--- src/sv/vmt_pkg.sv ---
// ----------------------------------------------------------------------------
// vmt_pkg
// Shared types and constants for the 4x4 vector matrix transform engine.
// ----------------------------------------------------------------------------
package vmt_pkg;

   localparam int WORD_W    = 32;
   localparam int VEC_N     = 4;
   localparam int ROW_W     = 2;
   localparam int PROD_W    = 2 * WORD_W;
   localparam int PAIR_W    = PROD_W + 1;
   localparam int SUM_W     = PROD_W + 2;
   localparam int FRAC_BITS = 16;

   localparam logic OP_LOAD      = 1'b0;
   localparam logic OP_TRANSFORM = 1'b1;

   typedef logic signed [WORD_W-1:0] vmt_word_type;
   typedef logic signed [PROD_W-1:0] vmt_prod_type;
   typedef logic signed [PAIR_W-1:0] vmt_pair_type;
   typedef logic signed [SUM_W-1:0]  vmt_sum_type;

   typedef struct packed {
      logic                     operation;
      logic [ROW_W-1:0]         row_index;
      logic signed [WORD_W-1:0] comp_0;
      logic signed [WORD_W-1:0] comp_1;
      logic signed [WORD_W-1:0] comp_2;
      logic signed [WORD_W-1:0] comp_3;
   } vmt_req_type;

   typedef struct packed {
      logic signed [WORD_W-1:0] res_0;
      logic signed [WORD_W-1:0] res_1;
      logic signed [WORD_W-1:0] res_2;
      logic signed [WORD_W-1:0] res_3;
      logic                     saturated;
   } vmt_rsp_type;

endpackage

--- src/sv/vmt_reduce.sv ---
// ----------------------------------------------------------------------------
// vmt_reduce
// Two-stage adder tree per column, then the arithmetic shift by FRAC_BITS.
// ----------------------------------------------------------------------------
module vmt_reduce #(
   parameter  int FRAC_BITS = vmt_pkg::FRAC_BITS,
   localparam int SHIFT_W   = vmt_pkg::SUM_W - FRAC_BITS
) (
   input  logic                  clock,
   input  logic                  reset,
   input  logic                  in_valid,
   output logic                  in_ready,
   input  vmt_pkg::vmt_prod_type in_prod [vmt_pkg::VEC_N][vmt_pkg::VEC_N],
   output logic                  out_valid,
   input  logic                  out_ready,
   output logic signed [SHIFT_W-1:0] out_shift [vmt_pkg::VEC_N]
);

   vmt_pkg::vmt_pair_type     pair_in   [vmt_pkg::VEC_N][2];
   vmt_pkg::vmt_pair_type     pair_ff   [vmt_pkg::VEC_N][2];
   vmt_pkg::vmt_sum_type      sum_in    [vmt_pkg::VEC_N];
   logic signed [SHIFT_W-1:0] shift_in  [vmt_pkg::VEC_N];
   logic signed [SHIFT_W-1:0] shift_ff  [vmt_pkg::VEC_N];
   logic                      pair_valid_ff;
   logic                      shift_valid_ff;
   logic                      pair_ready;

   assign in_ready   = !pair_valid_ff || pair_ready;
   assign pair_ready = !shift_valid_ff || out_ready;

   always_comb begin
      for (int j = 0; j < vmt_pkg::VEC_N; j++) begin
         pair_in[j][0] = vmt_pkg::vmt_pair_type'(in_prod[0][j])
                       + vmt_pkg::vmt_pair_type'(in_prod[1][j]);
         pair_in[j][1] = vmt_pkg::vmt_pair_type'(in_prod[2][j])
                       + vmt_pkg::vmt_pair_type'(in_prod[3][j]);
         sum_in[j]     = vmt_pkg::vmt_sum_type'(pair_ff[j][0])
                       + vmt_pkg::vmt_sum_type'(pair_ff[j][1]);
         shift_in[j]   = sum_in[j][vmt_pkg::SUM_W-1:FRAC_BITS];
      end
   end

   always_ff @(posedge clock) begin
      if (reset) begin
         pair_valid_ff  <= 1'b0;
         shift_valid_ff <= 1'b0;
      end else begin
         if (in_ready) begin
            pair_valid_ff <= in_valid;
         end
         if (pair_ready) begin
            shift_valid_ff <= pair_valid_ff;
         end
      end
   end

   always_ff @(posedge clock) begin
      if (in_ready) begin
         pair_ff <= pair_in;
      end
      if (pair_ready) begin
         shift_ff <= shift_in;
      end
   end

   assign out_valid = shift_valid_ff;
   assign out_shift = shift_ff;

endmodule

--- config.mk ---
export PLATFORM = sky130hd
export DESIGN_NAME = vmt_reduce
export DESIGN_NICKNAME = d
export VERILOG_FILES = /design/src/sv/vmt_pkg.sv /design/src/sv/vmt_reduce.sv
export SDC_FILE = /design/constraint.sdc
export NUM_CORES = 2
export LEC_CHECK = 0
export BUFFER_PORTS_ARGS = -buffer_cell sky130_fd_sc_hd__buf_4
export CORE_ASPECT_RATIO = 0.5
export CORE_MARGIN = 2
export CORE_UTILIZATION = 35
export DETAILED_ROUTE_END_ITERATION = 12
export SLEW_MARGIN = 20
export SYNTH_ARGS = -nofsm -noshare
export SYNTH_HDL_FRONTEND = slang
export SYNTH_SLANG_ARGS = --single-unit
--- constraint.sdc ---
create_clock -name clock -period 15.2 [get_ports clock]
set_clock_uncertainty 0.15 [all_clocks]
set_input_delay 0.76 -clock clock [delete_from_list [all_inputs] [get_ports clock]]
set_output_delay 0.76 -clock clock [all_outputs]
set_load 0.005 [all_outputs]
* Word-level counts from Yosys, hierarchy flattened
Cells that the tools add are included.
** Storage, ports and cells
- Output and inout bits :: 202
- Register bits :: 722
- Word-level logic and storage cells :: 30
** Operators by class
- Add/subtract/negate cells :: 12
- Reductions and logical operators :: 4
** Operator list (count)
- $add A64 B64 Y65 :: 8
- $add A65 B65 Y66 :: 4
- $logic_not A1 Y1 :: 2
- $logic_or A1 B1 Y1 :: 2

* Depth between registers and ports, before layout
- Word-level depth :: 3
- Gate-level depth with buffers :: 13
- Depth with buffers taken out :: 13

* Worst setup path before layout
Ideal clock, no wire load.
- Path kind :: input port to flip-flop
- From :: input out_ready
- To :: register pair_ff[0] in the netlist's numbering (enable)
- Arrival :: 9416 ps
- Stages on the path :: 2
- Path buffers :: 0
- Path slack :: 1906 ps
- Cell sequence :: nor2b_1 nand2_1
** On the way
- Cells in the longest elaborated chain, start to end :: 2
** RTL lines
- from (decl) :: RTL line vmt_reduce.sv:15 : input logic out_ready,
- $logic_or A1 B1 Y1 :: RTL line vmt_reduce.sv:29 : assign pair_ready = !shift_valid_ff || out_ready;
- $logic_or A1 B1 Y1 :: RTL line vmt_reduce.sv:28 : assign in_ready = !pair_valid_ff || pair_ready;
- named net in_ready :: RTL line vmt_reduce.sv:12 : output logic in_ready,
- to (signal assigned) :: RTL line vmt_reduce.sv:59 : pair_ff <= pair_in;
- to (decl) :: RTL line vmt_reduce.sv:20 : vmt_pkg::vmt_pair_type pair_ff [vmt_pkg::VEC_N][2];
The timed path passes the listed nets, and every way through them passes these cells.
A chain may end at the register's enable or synchronous reset.

* Final worst setup path
- From :: register shift_valid_ff, in the netlist out_valid
- To :: output in_ready
** On the way
- Cells in the longest elaborated chain, start to end :: 3
** RTL lines
- from (decl) :: RTL line vmt_reduce.sv:25 : logic shift_valid_ff;
- from (signal assigned) :: RTL line vmt_reduce.sv:52 : shift_valid_ff <= pair_valid_ff;
- $logic_not A1 Y1 :: RTL line vmt_reduce.sv:29
- $logic_or A1 B1 Y1 :: RTL line vmt_reduce.sv:29
- $logic_or A1 B1 Y1 :: RTL line vmt_reduce.sv:28
- to (decl) :: RTL line vmt_reduce.sv:12
No other way between the ends.

==> metrics.txt <==
fmax 0.2188 GHz; Design Area, Final 76670 um2; CP max stage cell buf_4; CTS H-tree depth 3; crit path cell chain nor2b_1, nand2_4, buf_4, buf_4, buf_4; xor-xnor portion of the synthesized cell area 9.268%; Synth Area in Adders 15.57%; syn_area_per_cell 9.396 um2; Setup TNS 0 ps; min Tclk post-route 4570 ps; largest area contributor in the netlist edfxtp_1; clock sink count 722; area of the die 182900 um2; share of layout cells above drive strength 1 18.54%; Worst-Margin Slew 1246 ps; Reg2Reg Setup Slack 10850 ps; CP endpoint kind primary output; status finished clean; dpl cells 10049; Port-buffer cells 1229; final worst slack 10630 ps; crit-path max FO 64; Vias per Instance 5.449; Die H 303.4 um; core area 177400 um2; worst setup path class reg2out; WP data required 14290 ps; residual DRC count 0; Mapped Nets 8482; slowest stage delay, CP 720 ps; placed inst area 74090 um2; main combinational cell family by area after synthesis compound AO/OA/AOI/OAI gates; final net count 9545; CTS tree yes; post-detail-place hpwl 182500 um; combinational share of power 46.4%; Total Routing Usage GR 22.49%; largest net degree at the start of global routing 158; final-report setup violation count 0; post-synth top area share 34.46%; Pre-antenna DRT Iters 6; Sequential Power Share 34.0%; initial antenna violation count 30; relative slew slack 16.90%; Clk Tree Root Cell clkbuf_16; Initial Util 35.36%; Post-Syn Instances 6678; clock tree buffer depth 3; sequential fraction of the synthesis area 34.52%; RSZ-0062 raised after global routing false; Power Density 130.1 nW/um2; Synth Area in Compound Gates 25.29%; HP Class in2reg; GR Overflow Total 0; Num CTS Buffers 76; Top FF cell, synth edfxtp_1; I/O Pins 1230; Filler Cells Inserted 17411; internal power 6.191 mW; mux share of post-synthesis cell area 0.03390%; Synth Register Bits 722; DRT iter0 DRCs 3383; final hold vios 0; Post-CTS Setup Bufs 0; crit path DAT 3660 ps; Util after Layout 43.21%; num rows 109; post-CTS sizing 0; Worst VDD drop 0.09632 mV; latest clock arrival within the worst-skew pair 660 ps; static leakage 34.18 nW; synthesis-to-layout area growth 22.20%; Net Sw Frac 37.94%; Synth Warn # 0; first-pass GRT wire length 318600 um; Synth Area in Simple Gates 12.68%; number of global-route vias before repair 54282; final std cells w/o fill 10204; CP Launch Type flip-flop; fraction of registers with async set/reset 0%; commonest non-fill, non-tap cell in the layout buf_4; most used cells in the layout excluding fill and tap cells buf_4 (1235), a21oi_1 (786), ha_1 (768); Net Switching 3.784 mW; post-route ant nets 0; DRT Wirelength 217700 um; top cells by area, synth edfxtp_1 (34%), ha_1 (15%), a21oi_1 (6.3%); gpl congestion 0.9718; Hold Buf Count CTS 0; synth unique cells 103; synthesized area 62750 um2; Reg clk slew, reported paths 70 ps; Post-synth EDFFs 720; final worst-path cycle share 30.06%; die width 602.8 um; wire length per cell 21.33 um; max-cap viol count 0; DP Worst Slack 10370 ps; critical path's most frequent cell buf_4; Vias 55604; Clk pwr share 19.5%; Slew Viols, Final 0
[layout make-up]
cell class                 instances  area [um2]  share of cell area, %
antenna                           17       42.54                0.05548
timing repair buffer            1237        9303                  12.13
inverter                         184       698.2                 0.9106
tap                             2386        2985                  3.894
clock buffer                      89        1993                  2.599
clock inverter                    49       549.3                 0.7164
multi-input combinational       5520       39440                  51.44
sequential                       722       21660                  28.25
[worst max-delay path: cells and delay by family, from the launching register on]
family	cells	cell delay, ps
buf+inv	3	1670
flops	1	310
simple gates	2	870
[state kept, by name, indices dropped and copies added (netlist names)]
signal	flops
out_shift	200
out_valid	1
pair_ff	520
pair_valid_ff	1
[cell usage after synthesis, types with 14 or more instances]
| cell | number |
|---|---|
| inv_1 | 184 |
| o211ai_1 | 37 |
| a211oi_1 | 58 |
| a21oi_1 | 786 |
| a221o_1 | 14 |
| nand2_1 | 476 |
| xnor2_1 | 410 |
| a21boi_0 | 26 |
| o31ai_1 | 41 |
| a2111oi_0 | 15 |
| nand3_1 | 130 |
| o21a_1 | 75 |
| nor2b_1 | 92 |
| a41oi_1 | 14 |
| and3_1 | 47 |
| a211o_1 | 14 |
| nand2b_1 | 71 |
| nor3_1 | 88 |
| o21ai_1 | 37 |
| xor2_1 | 254 |
| and2_1 | 35 |
| o21ai_0 | 361 |
| a31oi_1 | 85 |
| a21o_1 | 515 |
| ha_1 | 768 |
| or3_1 | 17 |
| edfxtp_1 | 720 |
| nor4_1 | 22 |
| and4_1 | 25 |
| a221oi_1 | 21 |
| clkbuf_1 | 238 |
| nand4_1 | 189 |
| o21bai_1 | 146 |
| nor2_1 | 394 |
[logic make-up (layout without fill, tap and decap cells)]
| kind of cell | count (synthesis) | count (layout) |
|---|---|---|
| adder cells (fa/ha/maj) | 776 | 776 |
| AO/OA/AOI/OAI | 2438 | 2438 |
| other | 0 | 17 |
| buffers and inverters | 436 | 1559 |
| XOR/XNOR | 664 | 664 |
| AND/OR/NAND/NOR | 1640 | 1640 |
| flip-flops | 722 | 722 |
| multiplexers | 2 | 2 |
[path summary, 6_finish.rpt]
path                                    start            end  depth (start not counted)
worst max-delay path                out_valid       in_ready                          5
worst min-delay path                    reset  pair_valid_ff                          2
worst max register to register   pair_ff[197]  out_shift[97]                         12
worst min register to register  pair_valid_ff      out_valid                          2
[power by group through the flow]
stage | Sequential (mW) | Combinational, mW | Clock, mW
2_1_floorplan | 3.27 | 2.93 | 0
4_1_cts | 3.41 | 4.62 | 2.01
3_5_place_dp | 3.45 | 4.60 | 0
5_1_grt | 3.43 | 5.08 | 2.08
3_3_place_gp | 3.45 | 4.59 | 0
6_report | 3.39 | 4.63 | 1.95
[through the flow]
stage               total power, mW  hold WS [ps]
floorplan                     6.197         313.1
global placement              8.033         383.9
detailed placement            8.050         381.4
CTS                           10.04         62.29
global route                  10.60         84.59
finish                        9.975         136.2
[layer usage]
metal  global-route usage, %  routed length [um]
met2                   41.82              112500
met1                   26.05               86390
met5                       0                  17
met3                   2.095                7459
met4                   11.03               11250
Power figures use the tool's default switching activity.
