<file path="src/sv/vmt_pkg.sv">
// ----------------------------------------------------------------------------
// vmt_pkg
// Shared types and constants for the 4x4 vector matrix transform engine.
// ----------------------------------------------------------------------------
package vmt_pkg;

   localparam int WORD_W    = 32;
   localparam int VEC_N     = 4;
   localparam int ROW_W     = 2;
   localparam int PROD_W    = 2 * WORD_W;
   localparam int PAIR_W    = PROD_W + 1;
   localparam int SUM_W     = PROD_W + 2;
   localparam int FRAC_BITS = 16;

   localparam logic OP_LOAD      = 1'b0;
   localparam logic OP_TRANSFORM = 1'b1;

   typedef logic signed [WORD_W-1:0] vmt_word_type;
   typedef logic signed [PROD_W-1:0] vmt_prod_type;
   typedef logic signed [PAIR_W-1:0] vmt_pair_type;
   typedef logic signed [SUM_W-1:0]  vmt_sum_type;

   typedef struct packed {
      logic                     operation;
      logic [ROW_W-1:0]         row_index;
      logic signed [WORD_W-1:0] comp_0;
      logic signed [WORD_W-1:0] comp_1;
      logic signed [WORD_W-1:0] comp_2;
      logic signed [WORD_W-1:0] comp_3;
   } vmt_req_type;

   typedef struct packed {
      logic signed [WORD_W-1:0] res_0;
      logic signed [WORD_W-1:0] res_1;
      logic signed [WORD_W-1:0] res_2;
      logic signed [WORD_W-1:0] res_3;
      logic                     saturated;
   } vmt_rsp_type;

endpackage

</file>
<file path="src/sv/vmt_clip.sv">
// ----------------------------------------------------------------------------
// vmt_clip
// Saturation to the signed 32-bit range and the response register.
// ----------------------------------------------------------------------------
module vmt_clip #(
   parameter  int FRAC_BITS = vmt_pkg::FRAC_BITS,
   localparam int SHIFT_W   = vmt_pkg::SUM_W - FRAC_BITS
) (
   input  logic                      clock,
   input  logic                      reset,
   input  logic                      in_valid,
   output logic                      in_ready,
   input  logic signed [SHIFT_W-1:0] in_shift [vmt_pkg::VEC_N],
   output logic                      out_valid,
   input  logic                      out_ready,
   output vmt_pkg::vmt_rsp_type      out_data
);

   localparam int W = vmt_pkg::WORD_W;

   vmt_pkg::vmt_word_type res_in [vmt_pkg::VEC_N];
   logic [vmt_pkg::VEC_N-1:0] clip;
   logic [SHIFT_W-W:0]        upper;
   vmt_pkg::vmt_rsp_type      rsp_in;
   vmt_pkg::vmt_rsp_type      rsp_ff;
   logic                      valid_ff;

   assign in_ready = !valid_ff || out_ready;

   always_comb begin
      for (int j = 0; j < vmt_pkg::VEC_N; j++) begin
         upper   = in_shift[j][SHIFT_W-1:W-1];
         clip[j] = !((&upper) || !(|upper));
         if (!clip[j]) begin
            res_in[j] = in_shift[j][W-1:0];
         end else if (in_shift[j][SHIFT_W-1]) begin
            res_in[j] = {1'b1, {(W-1){1'b0}}};
         end else begin
            res_in[j] = {1'b0, {(W-1){1'b1}}};
         end
      end
      rsp_in.res_0     = res_in[0];
      rsp_in.res_1     = res_in[1];
      rsp_in.res_2     = res_in[2];
      rsp_in.res_3     = res_in[3];
      rsp_in.saturated = |clip;
   end

   always_ff @(posedge clock) begin
      if (reset) begin
         valid_ff <= 1'b0;
      end else if (in_ready) begin
         valid_ff <= in_valid;
      end
   end

   always_ff @(posedge clock) begin
      if (in_ready) begin
         rsp_ff <= rsp_in;
      end
   end

   assign out_valid = valid_ff;
   assign out_data  = rsp_ff;

endmodule

</file>
<file path="config.mk">
export PLATFORM = sky130hd
export DESIGN_NAME = vmt_clip
export DESIGN_NICKNAME = d
export VERILOG_FILES = /design/src/sv/vmt_pkg.sv /design/src/sv/vmt_clip.sv
export SDC_FILE = /design/constraint.sdc
export NUM_CORES = 1
export LEC_CHECK = 0
export ABC_AREA = 1
export BUFFER_PORTS_ARGS = -buffer_cell sky130_fd_sc_hd__buf_2
export CORE_AREA = 4 4 126 128
export CTS_CLUSTER_SIZE = 14
export DETAILED_ROUTE_END_ITERATION = 8
export DIE_AREA = 0 0 130 132
export GPL_TIMING_DRIVEN = 1
export PLACE_DENSITY = 0.74
export SLEW_MARGIN = 20
export SYNTH_ARGS = -nofsm -noshare
export SYNTH_HDL_FRONTEND = slang
export SYNTH_SLANG_ARGS = --single-unit
</file>
<file path="constraint.sdc">
create_clock -name clock -period 4.5 [get_ports clock]
set_input_delay 0.675 -clock clock [delete_from_list [all_inputs] [get_ports clock]]
set_output_delay 0.675 -clock clock [all_outputs]
set_load 0.02 [all_outputs]
</file>
; Yosys cells after proc, flatten, opt, wreduce, memory -nomap -nowiden
; Cells that the tools add are included.
[word_totals]
regBits = 130
inputBits = 204
[classes]
mux = 8
reduce_logical = 23
[op_table]
columns = cell, n
row1 = $mux 32, 8
row2 = $reduce_and 19->1, 4
row3 = $reduce_or 19->1, 4
row4 = $logic_not 1->1, 9
row5 = $logic_or 1x1->1, 5
row6 = $reduce_or 4->1, 1

; Depth between registers and ports, before layout
; Gate-level depths: netlist of the first run.
[logic_depth]
ltp_word = 5
mapped_depth = 9
ltp_nobuf = 9

; Worst setup path before layout of the first run
; Ideal clock, no wire load.
[synth_timing]
path_type = in2out
startpoint = in out_ready
endpoint = out in_ready
t_arrival_ns = 3.563
setup_slack_ns = 0.262
cell_stages = 2
cell_sequence = inv_1 > nand2_1
[synth_between]
elab_chain_len = 1
[synth_lines]
columns = item, line_no
row1 = from (decl), vmt_clip.sv:15  ; input logic out_ready,
row2 = $logic_or 1x1->1, vmt_clip.sv:28  ; assign in_ready = !valid_ff || out_ready;
row3 = to (decl), vmt_clip.sv:12  ; output logic in_ready,
; Every way passes these cells.

; Final worst setup path of the first run
; Same ends and word-level chain as after synthesis.

==> impl_metrics.tcl, run 1 <==
set metrics [dict create \
    yosysWarnings 0 \
    htreeDepth 4 \
    grt_pass1_wl_um 23000 \
    seq_area_frac_synth 0.683 \
    dp_cells 1040 \
    syn_to_final_growth_pct 40.4 \
    cts_buffers 17 \
    die-area_um2 17200 \
    grt_antenna_before_repair 0 \
    required_ns 3.83 \
    synthSimpleGateAreaFrac 0.267 \
    start_kind "primary input" \
    fin_nets 1076 \
    ir_worst_vdd_v 0.000222 \
    hold_depth 2 \
    diodes 0 \
    status "complete, no violations" \
    crit_top_cell "buf_2" \
    slew_headroom 0.325 \
    clkTransAtPathRegs_ns 0.06 \
    row_count 45 \
    fin_cells 1073 \
    holdCritStartpoint "reset" \
    skew_ns 0.00980 \
    grt_start_max_net_pins 68 \
    routedLengthMet1_um 5630 \
    syn-cell-area_um2 5700 \
    first_iter_violations 247 \
    dr.pass1.iters 8 \
    root_buffer "clkbuf_16" \
    worst-setup-path-type "in -> out" \
    synth_top_family_by_area "simple AND/OR/NAND/NOR gates" \
    ant_nets 0 \
    critPathArrivalTime_ns 1.72 \
    ios 335 \
    slew_violations 0 \
    clock.fmax_mhz 418 \
    tightest_slew_ns 1.01 \
    post_cts_buffers 0 \
    grt_overflow 0 \
    track_usage 0.172 \
    postCtsHoldBufs 0 \
    final_common_cell "buf_2" \
    wl_per_cell_um 14.3 \
    io_buffers 334 \
    top_layer_used "met4" \
    setup_viol 0 \
    routabilityCongestion 0.835 \
    r2r_end "out_data[89]" \
    die_w_um 130 \
    drt-total-wl_um 15300 \
    yosysUniqueCellTypes 21 \
    wl_met3_um 1750 \
    coreArea_um2 14900 \
    holdPathEnd "out_valid" \
    power.density_nw_per_um2 401 \
    synth.ff_latch_count 130 \
    critPathMaxStageDelay_ns 0.61 \
    reg2reg_from "out_valid" \
    period_needed_ns 2.39 \
    start_util 0.383 \
    synth_fp_nets 749 \
    nFillCells 1362 \
    r2r_cells 2 \
    vias 4877 \
    muxShareOfSynthArea 0 \
    rsz0062_at_grt "false" \
    cp_num_buf_inv 3 \
    synthCells 545 \
    dpl.hpwl_um 11400 \
    post_route_cells_drive_above_1_share 0.425 \
    slowest_stage "nand2_4" \
    grt_pass1_vias 4622 \
    reg2reg_slack_ns 2.74 \
    hold_path_class "in -> reg" \
    via_per_inst 4.55 \
    cts_resized 0 \
    avgSynthCellArea_um2 10.5 \
    end_kind "primary output" \
    crit_family "simple AND/OR/NAND/NOR gates" \
    drc 0 \
    static-leakage-power_nw 3.75 \
    die_h_um 132 \
    worstPathMaxFanout 65 \
    cap_viol_max_count 0 \
    finalCritPeriodShare 0.532 \
    synth_xor_area_frac 0 \
    crit_chain "buf_2, inv_1, nand2_4, buf_2" \
    finalHoldViolations 0 \
    cts.sink_count 130 \
    cts_tree "yes" \
    setup_tns_ns 0 \
    synthAdderAreaFrac 0 \
    dr_wl_met2_um 7700 \
    most-common-layout-cells "buf_2 (334), nand2_1 (292), edfxtp_1 (129)" \
    clock_latency_ns 0.41 \
    synth_compound_area_frac 0.000878 \
    cp_num_cells 4 \
    clock_path_buffers 2 \
]
## synthesized netlist by cell type (all sizes together)
| master | count | area share |
|---|---|---|
| clkbuf | 3 | 0.0020 |
| a21oi | 1 | 0.00088 |
| or2 | 6 | 0.0066 |
| inv | 7 | 0.0046 |
| nor3 | 1 | 0.00088 |
| nand3b | 3 | 0.0053 |
| dfxtp | 1 | 0.0035 |
| dlygate4sd3 | 1 | 0.0018 |
| nand3 | 9 | 0.011 |
| nand4 | 8 | 0.0088 |
| buf | 24 | 0.040 |
| edfxtp | 129 | 0.68 |
| nor2 | 56 | 0.037 |
| nand2 | 296 | 0.20 |
## registers in the layout (all words and copies together) (netlist names)
register	count
out_data	129
out_valid	1
## how the worst max path moves through the flow
| stage | endpoint | from | slack [ns] |
|---|---|---|---|
| floorplan | in_ready | out_ready | 0.26 |
| global placement | out_data[17] | in_shift[41] | 2.07 |
| detailed placement | out_data[7] | in_shift[44] | 2.03 |
| CTS | in_ready | out_ready | 2.06 |
| global route | in_ready | out_ready | 1.98 |
| finish | in_ready | out_ready | 2.11 |
## through the flow
step | power [mW] | cell area, um^2 | hold WS (ns) | util | setup slack (ns)
finish | 3.21 | 8000 | 0.409 | 0.538 | 2.11
global route | 3.34 | 8000 | 0.387 | 0.538 | 1.98
CTS | 3.25 | 7990 | 0.386 | 0.537 | 2.06
detailed placement | 1.85 | 7380 | 0.830 | 0.497 | 2.03
global placement | 1.84 | 7380 | 0.830 | 0.497 | 2.07
floorplan | 1.66 | 5700 | 0.744 | - | 0.262
## routing by layer
layer	up-vias	track usage
met1	2183	0.195
met3	17	0.0636
li1	2434	-
met5	-	0
met4	0	0.0595
met2	243	0.297
## area by class of cell
class / instances / area [um^2] / share of cell area
clock buffer: 20 / 447 / 0.0558
clock inverter: 12 / 158 / 0.0197
inverter: 7 / 26.3 / 0.00328
multi-input combinational: 380 / 1540 / 0.192
sequential: 130 / 3890 / 0.487
tap: 188 / 235 / 0.0294
timing repair buffer: 336 / 1700 / 0.213
## report_power, final
part           internal [mW]  leakage (nW)  switching (mW)
combinational          0.139          2.12           0.232
clock                  0.887         0.287           0.504
sequential              1.42          1.34          0.0212
total                   2.45          3.75           0.757
## cells by family (layout without fill, tap and decap cells)
family | count (synthesis) | in the layout
AO/OA/AOI/OAI | 1 | 1
buffers and inverters | 35 | 375
flip-flops | 130 | 130
AND/OR/NAND/NOR | 379 | 379
Power figures use the tool's default switching activity.
==> run 2: changes to the inputs <==
==> constraint.sdc (replaced) <==
create_clock -name clock -period 2.5 [get_ports clock]
set_input_delay 0.375 -clock clock [delete_from_list [all_inputs] [get_ports clock]]
set_output_delay 0.375 -clock clock [all_outputs]
set_load 0.02 [all_outputs]
==> run 2 against run 1 <==
Count of clock-buffer cells in the layout shrank 2. Non-clock buffer count increased by 4. Sequential power up 79%. Clock power up 77%. Worst setup slack lost 1.4 ns. Global-route usage increased by 0.59 points. Register-to-register slack lost 1.7 ns. Critical path depth is 2 lower. Clock skew down 0.0031 ns. Sequential cell count stayed put. Critical path type is now reg -> out. Critical endpoint unchanged.
==> impl_metrics.tcl, run 2 (synthesis gave the netlist of run 1 again) <==
set metrics [dict create \
    status "complete, no violations" \
    skew_ns 0.00671 \
    dr_wl_met2_um 8170 \
    worst-setup-path-type "reg -> out" \
    root_buffer "clkbuf_16" \
    io_buffers 334 \
    clkTransAtPathRegs_ns 0.05 \
    grt_pass1_vias 4767 \
    finalHoldViolations 0 \
    routedLengthMet1_um 5640 \
    finalCritPeriodShare 0.728 \
    slew_headroom 0.558 \
    reg2reg_from "out_valid" \
    dp_slack_ns 0.544 \
    start_kind "register" \
    r2r_end "out_data[119]" \
    drt-total-wl_um 15800 \
    power.density_nw_per_um2 716 \
    final_cell_area_um2 8020 \
    start_util 0.383 \
    static-leakage-power_nw 3.76 \
    post_dp_cell_area_um2 7430 \
    postCtsHoldBufs 0 \
    worstPathMaxFanout 68 \
    cts.sink_count 130 \
    cts_buffers 17 \
    most-common-layout-cells "buf_2 (334), nand2_1 (292), edfxtp_1 (129)" \
    rsz0062_at_grt "false" \
    grt_overflow 0 \
    first_iter_violations 309 \
    ios 335 \
    holdWs_ns 0.115 \
    routabilityCongestion 0.863 \
    multi_input_area_um2 1550 \
    cts_resized 0 \
    hold_depth 2 \
    crit_chain "nand2_8, buf_2" \
    final_common_cell "buf_2" \
    ant_nets 0 \
    fin_cells 1077 \
    cap_viol_max_count 0 \
    clock_path_buffers 2 \
    tightest_slew_ns 0.660 \
    period_needed_ns 1.82 \
    die_h_um 132 \
    setup_viol 0 \
    wl_met3_um 1640 \
    grt_antenna_before_repair 0 \
    holdPathEnd "out_valid" \
    fin_util 0.540 \
    holdCritStartpoint "reset" \
    hold_path_class "in -> reg" \
    setup_slack_ns 0.679 \
    dp_cells 1045 \
    drc 0 \
    ir_worst_vdd_v 0.000445 \
    diodes 0 \
    slowest_stage "dfxtp_1" \
    largest_reg_flops 129 \
    htreeDepth 4 \
    fin_nets 1080 \
    slew_violations 0 \
    vias 4909 \
    setup_tns_ns 0 \
    power_mw 5.74 \
    cts_tree "yes" \
    reg2reg_slack_ns 1.00 \
    coreArea_um2 14900 \
    regArea_um2 3890 \
    row_count 45 \
    top_layer_used "met4" \
    die-area_um2 17200 \
    required_ns 2.12 \
    post_cts_buffers 0 \
    die_w_um 130 \
    end_kind "primary output" \
    dr.pass1.iters 4 \
    critPathArrivalTime_ns 1.45 \
    dpl.hpwl_um 11900 \
    syn_to_final_growth_pct 40.8 \
    wl_per_cell_um 14.7 \
    clock_latency_ns 0.41 \
    grt_start_max_net_pins 69 \
    r2r_cells 2 \
    critPathMaxStageDelay_ns 0.42 \
    post_route_cells_drive_above_1_share 0.426 \
    track_usage 0.178 \
    grt_pass1_wl_um 23500 \
    clock.fmax_mhz 549 \
    via_per_inst 4.56 \
    nFillCells 1377 \
]
==> run 2: changes by cell type in the layout (fill, tap and decap cells not counted), sizes merged <==
cell | previous run | this run
buf | 336 | 340
clkinvlp | 3 | 4
clkbuf | 20 | 18
clkinv | 5 | 6
==> run 2: worst max-delay path: cells and delay by family, from the launching register on <==
family                 cells  cell delay [ns]
buffers and inverters      1             0.30
DFF                        1             0.42
and+or+nand+nor            1             0.32
==> run 2: power breakdown <==
group	internal (mW)	switching, mW	leakage [nW]	total [mW]
logic	0.251	0.422	2.14	0.673
clock network	1.56	0.904	0.277	2.46
registers	2.56	0.0395	1.34	2.60
total	4.38	1.37	3.76	5.74
==> run 2: area by class of cell <==
class / count / share of cell area
tap: 188 / 0.0293
clock buffer: 18 / 0.0535
multi-input combinational: 380 / 0.193
sequential: 130 / 0.485
timing repair buffer: 340 / 0.216
inverter: 7 / 0.00328
clock inverter: 14 / 0.0204
==> run 2: how the worst max path moves through the flow <==
stage | end | from | slack [ns]
after global placement | out_data[69] | in_shift[132] | 0.62
after detailed placement | out_data[91] | in_shift[149] | 0.54
final | in_ready | out_valid | 0.68
after CTS | in_ready | out_valid | 0.60
after global routing | in_ready | out_valid | 0.55
after floorplan | out_data[0] | out_valid | 0.03
==> run 2: per-layer routing <==
metal  global-route usage  vias to the layer above
li1                     -                     2447
met1                0.187                     2179
met2                0.318                      254
met3               0.0600                       29
met4               0.0791                        0
met5                    0                        -
==> run 3: changes to the inputs <==
--- a/config.mk
+++ b/config.mk
@@ -7,12 +7,12 @@
 export LEC_CHECK = 0
 export ABC_AREA = 1
 export BUFFER_PORTS_ARGS = -buffer_cell sky130_fd_sc_hd__buf_2
-export CORE_AREA = 4 4 126 128
+export CORE_AREA = 4 4 128 130
 export CTS_CLUSTER_SIZE = 14
 export DETAILED_ROUTE_END_ITERATION = 8
-export DIE_AREA = 0 0 130 132
+export DIE_AREA = 0 0 132 134
 export GPL_TIMING_DRIVEN = 1
-export PLACE_DENSITY = 0.74
+export PLACE_DENSITY = 0.75
 export SLEW_MARGIN = 20
 export SYNTH_ARGS = -nofsm -noshare
 export SYNTH_HDL_FRONTEND = slang
==> constraint.sdc (replaced) <==
create_clock -name clock -period 1.49 [get_ports clock]
set_input_delay 0.2235 -clock clock [delete_from_list [all_inputs] [get_ports clock]]
set_output_delay 0.2235 -clock clock [all_outputs]
set_load 0.02 [all_outputs]
==> run 3 against run 2 <==
Sequential share of layout area shrank 1.3 points. Design area grew 2.8%. Routed wire length grew 2.0%. Total power grew 66%. Combinational power grew 75%. Clock power grew 61%. Critical path depth is the same. Utilization grew 0.46 points. Non-clock buffer count grew 19. Critical endpoint unchanged. Worst setup slack lost 0.59 ns. Sequential power grew 68%. Clock skew shrank 0.0024 ns.
==> impl_metrics.tcl, run 3 (synthesis gave the netlist of run 1 again) <==
set metrics [dict create \
    status "complete, no violations" \
    crit_chain "nand2_8, buf_2" \
    via_per_inst 4.57 \
    drc 0 \
    ir_worst_vdd_v 0.000791 \
    wl_per_cell_um 14.7 \
    top_layer_used "met4" \
    r2r_end "out_data[73]" \
    holdPathEnd "out_data[96]" \
    tightest_slew_ns 0.247 \
    p_comb_frac 0.124 \
    slowest_stage "dfxtp_2" \
    cts_tree "yes" \
    clkPwrFrac 0.416 \
    slew_headroom 0.836 \
    die_w_um 132 \
    setup_viol 0 \
    critPathMaxStageDelay_ns 0.35 \
    io_buffers 334 \
    critPathArrivalTime_ns 1.18 \
    worstPathMaxFanout 24 \
    htreeDepth 4 \
    grt_pass1_vias 4807 \
    ant_nets 0 \
    first_iter_violations 267 \
    die-area_um2 17700 \
    syn_to_final_growth_pct 44.7 \
    wl_met3_um 1600 \
    dpl.hpwl_um 12600 \
    rsz0062_at_grt "false" \
    reg2reg_slack_ns 0.33 \
    post_cts_buffers 0 \
    root_buffer "clkbuf_16" \
    ios 335 \
    required_ns 1.27 \
    dr.pass1.iters 5 \
    grt_start_max_net_pins 38 \
    start_util 0.376 \
    p_switching_mw 2.31 \
    clkTransAtPathRegs_ns 0.06 \
    row_count 45 \
    skew_ns 0.00431 \
    vias 5010 \
    largest_reg_flops 129 \
    nFillCells 1345 \
    period_needed_ns 1.40 \
    cts.sink_count 130 \
    hold_path_class "in -> reg" \
    most-common-layout-cells "buf_2 (334), nand2_1 (292), edfxtp_1 (129)" \
    clock_path_buffers 2 \
    reg2reg_from "out_valid" \
    dp_cells 1063 \
    drt-total-wl_um 16200 \
    slew_violations 0 \
    fin_nets 1099 \
    cap_viol_max_count 0 \
    hold_depth 1 \
    routabilityCongestion 0.880 \
    post_route_cells_drive_above_1_share 0.438 \
    final_common_cell "buf_2" \
    seqPwrFrac 0.460 \
    crit_family "flip-flops" \
    start_kind "register" \
    holdCritStartpoint "in_shift[149]" \
    cts_buffers 17 \
    grt_overflow 0 \
    cp_num_cells 2 \
    coreArea_um2 15100 \
    track_usage 0.175 \
    finalCritPeriodShare 0.943 \
    end_kind "primary output" \
    worst-setup-path-type "reg -> out" \
    grt_antenna_before_repair 0 \
    r2r_cells 2 \
    power.density_nw_per_um2 1150 \
    clock_latency_ns 0.40 \
    finalHoldViolations 0 \
    cp_num_buf_inv 1 \
    setup_tns_ns 0 \
    routedLengthMet1_um 6200 \
    clock.fmax_mhz 712 \
    diodes 0 \
    p_sw_frac 0.243 \
    dr_wl_met2_um 8030 \
    fin_cells 1096 \
    static-leakage-power_nw 3.87 \
    die_h_um 134 \
    grt_pass1_wl_um 24200 \
    intPower_mw 7.20 \
]
## run 3: changes by cell type in the layout (fill, tap and decap cells not counted), sizes merged
| cell | previous run | this run |
|---|---|---|
| clkbuf | 18 | 17 |
| buf | 340 | 358 |
| bufinv | 3 | 2 |
| dlygate4sd3 | 0 | 1 |
| clkinv | 6 | 8 |
## run 3: metrics by stage
stage	total power, mW	utilization	hold slack (ns)	setup slack [ns]	instance area [um^2]
after floorplan	5.00	-	0.293	0.0499	5720
after global placement	5.61	0.506	0.431	0.0274	7660
after detailed placement	5.64	0.506	0.442	-0.000483	7660
after CTS	9.63	0.544	0.0153	0.0450	8240
after global routing	9.89	0.544	0.0160	0.0198	8240
final	9.51	0.544	0.0395	0.0852	8240
## run 3: area by class of cell
class | count | area (um^2) | share of cell area
Clock buffer | 17 | 425 | 0.0516
Clock inverter | 15 | 143 | 0.0173
Inverter | 7 | 26.3 | 0.00319
Multi-Input combinational cell | 380 | 1550 | 0.187
Sequential cell | 130 | 3890 | 0.472
Tap cell | 188 | 235 | 0.0285
Timing Repair Buffer | 359 | 1970 | 0.239
## run 3: how the worst max path moves through the flow
| stage | startpoint | to | slack (ns) |
|---|---|---|---|
| final | out_valid | in_ready | 0.09 |
| after CTS | out_valid | in_ready | 0.04 |
| after floorplan | out_valid | out_data[0] | 0.05 |
| after global placement | in_shift[199] | out_data[118] | 0.03 |
| after global routing | out_valid | in_ready | 0.02 |
| after detailed placement | in_shift[149] | out_data[84] | -0.0005 |
## run 3: layer usage
layer	vias up	track usage
li1	2488	-
met1	2239	0.203
met2	261	0.300
met3	22	0.0600
met4	0	0.0677
met5	-	0
## run 3: timing repair
| item | CTS | global route |
|---|---|---|
| setup endpoints to repair | 1 | 0 |
| endpoints found under the hold margin | 1 | 0 |
| gates resized for setup | 1 | 0 |
| hold buffers | 1 | 0 |
## run 3: power groups by stage
stage / logic, mW / registers [mW] / clock network [mW]
final: 1.18 / 4.37 / 3.96
after global routing: 1.27 / 4.40 / 4.21
after CTS: 1.19 / 4.38 / 4.07
after detailed placement: 1.19 / 4.45 / 0
after global placement: 1.17 / 4.44 / 0
after floorplan: 0.231 / 4.77 / 0
## run 3: worst register-to-register path, delay by kind of cell (launching register included)
family,cells,cell delay [ns]
flops,1,0.35
buf+inv,1,0.26
simple gates,1,0.21
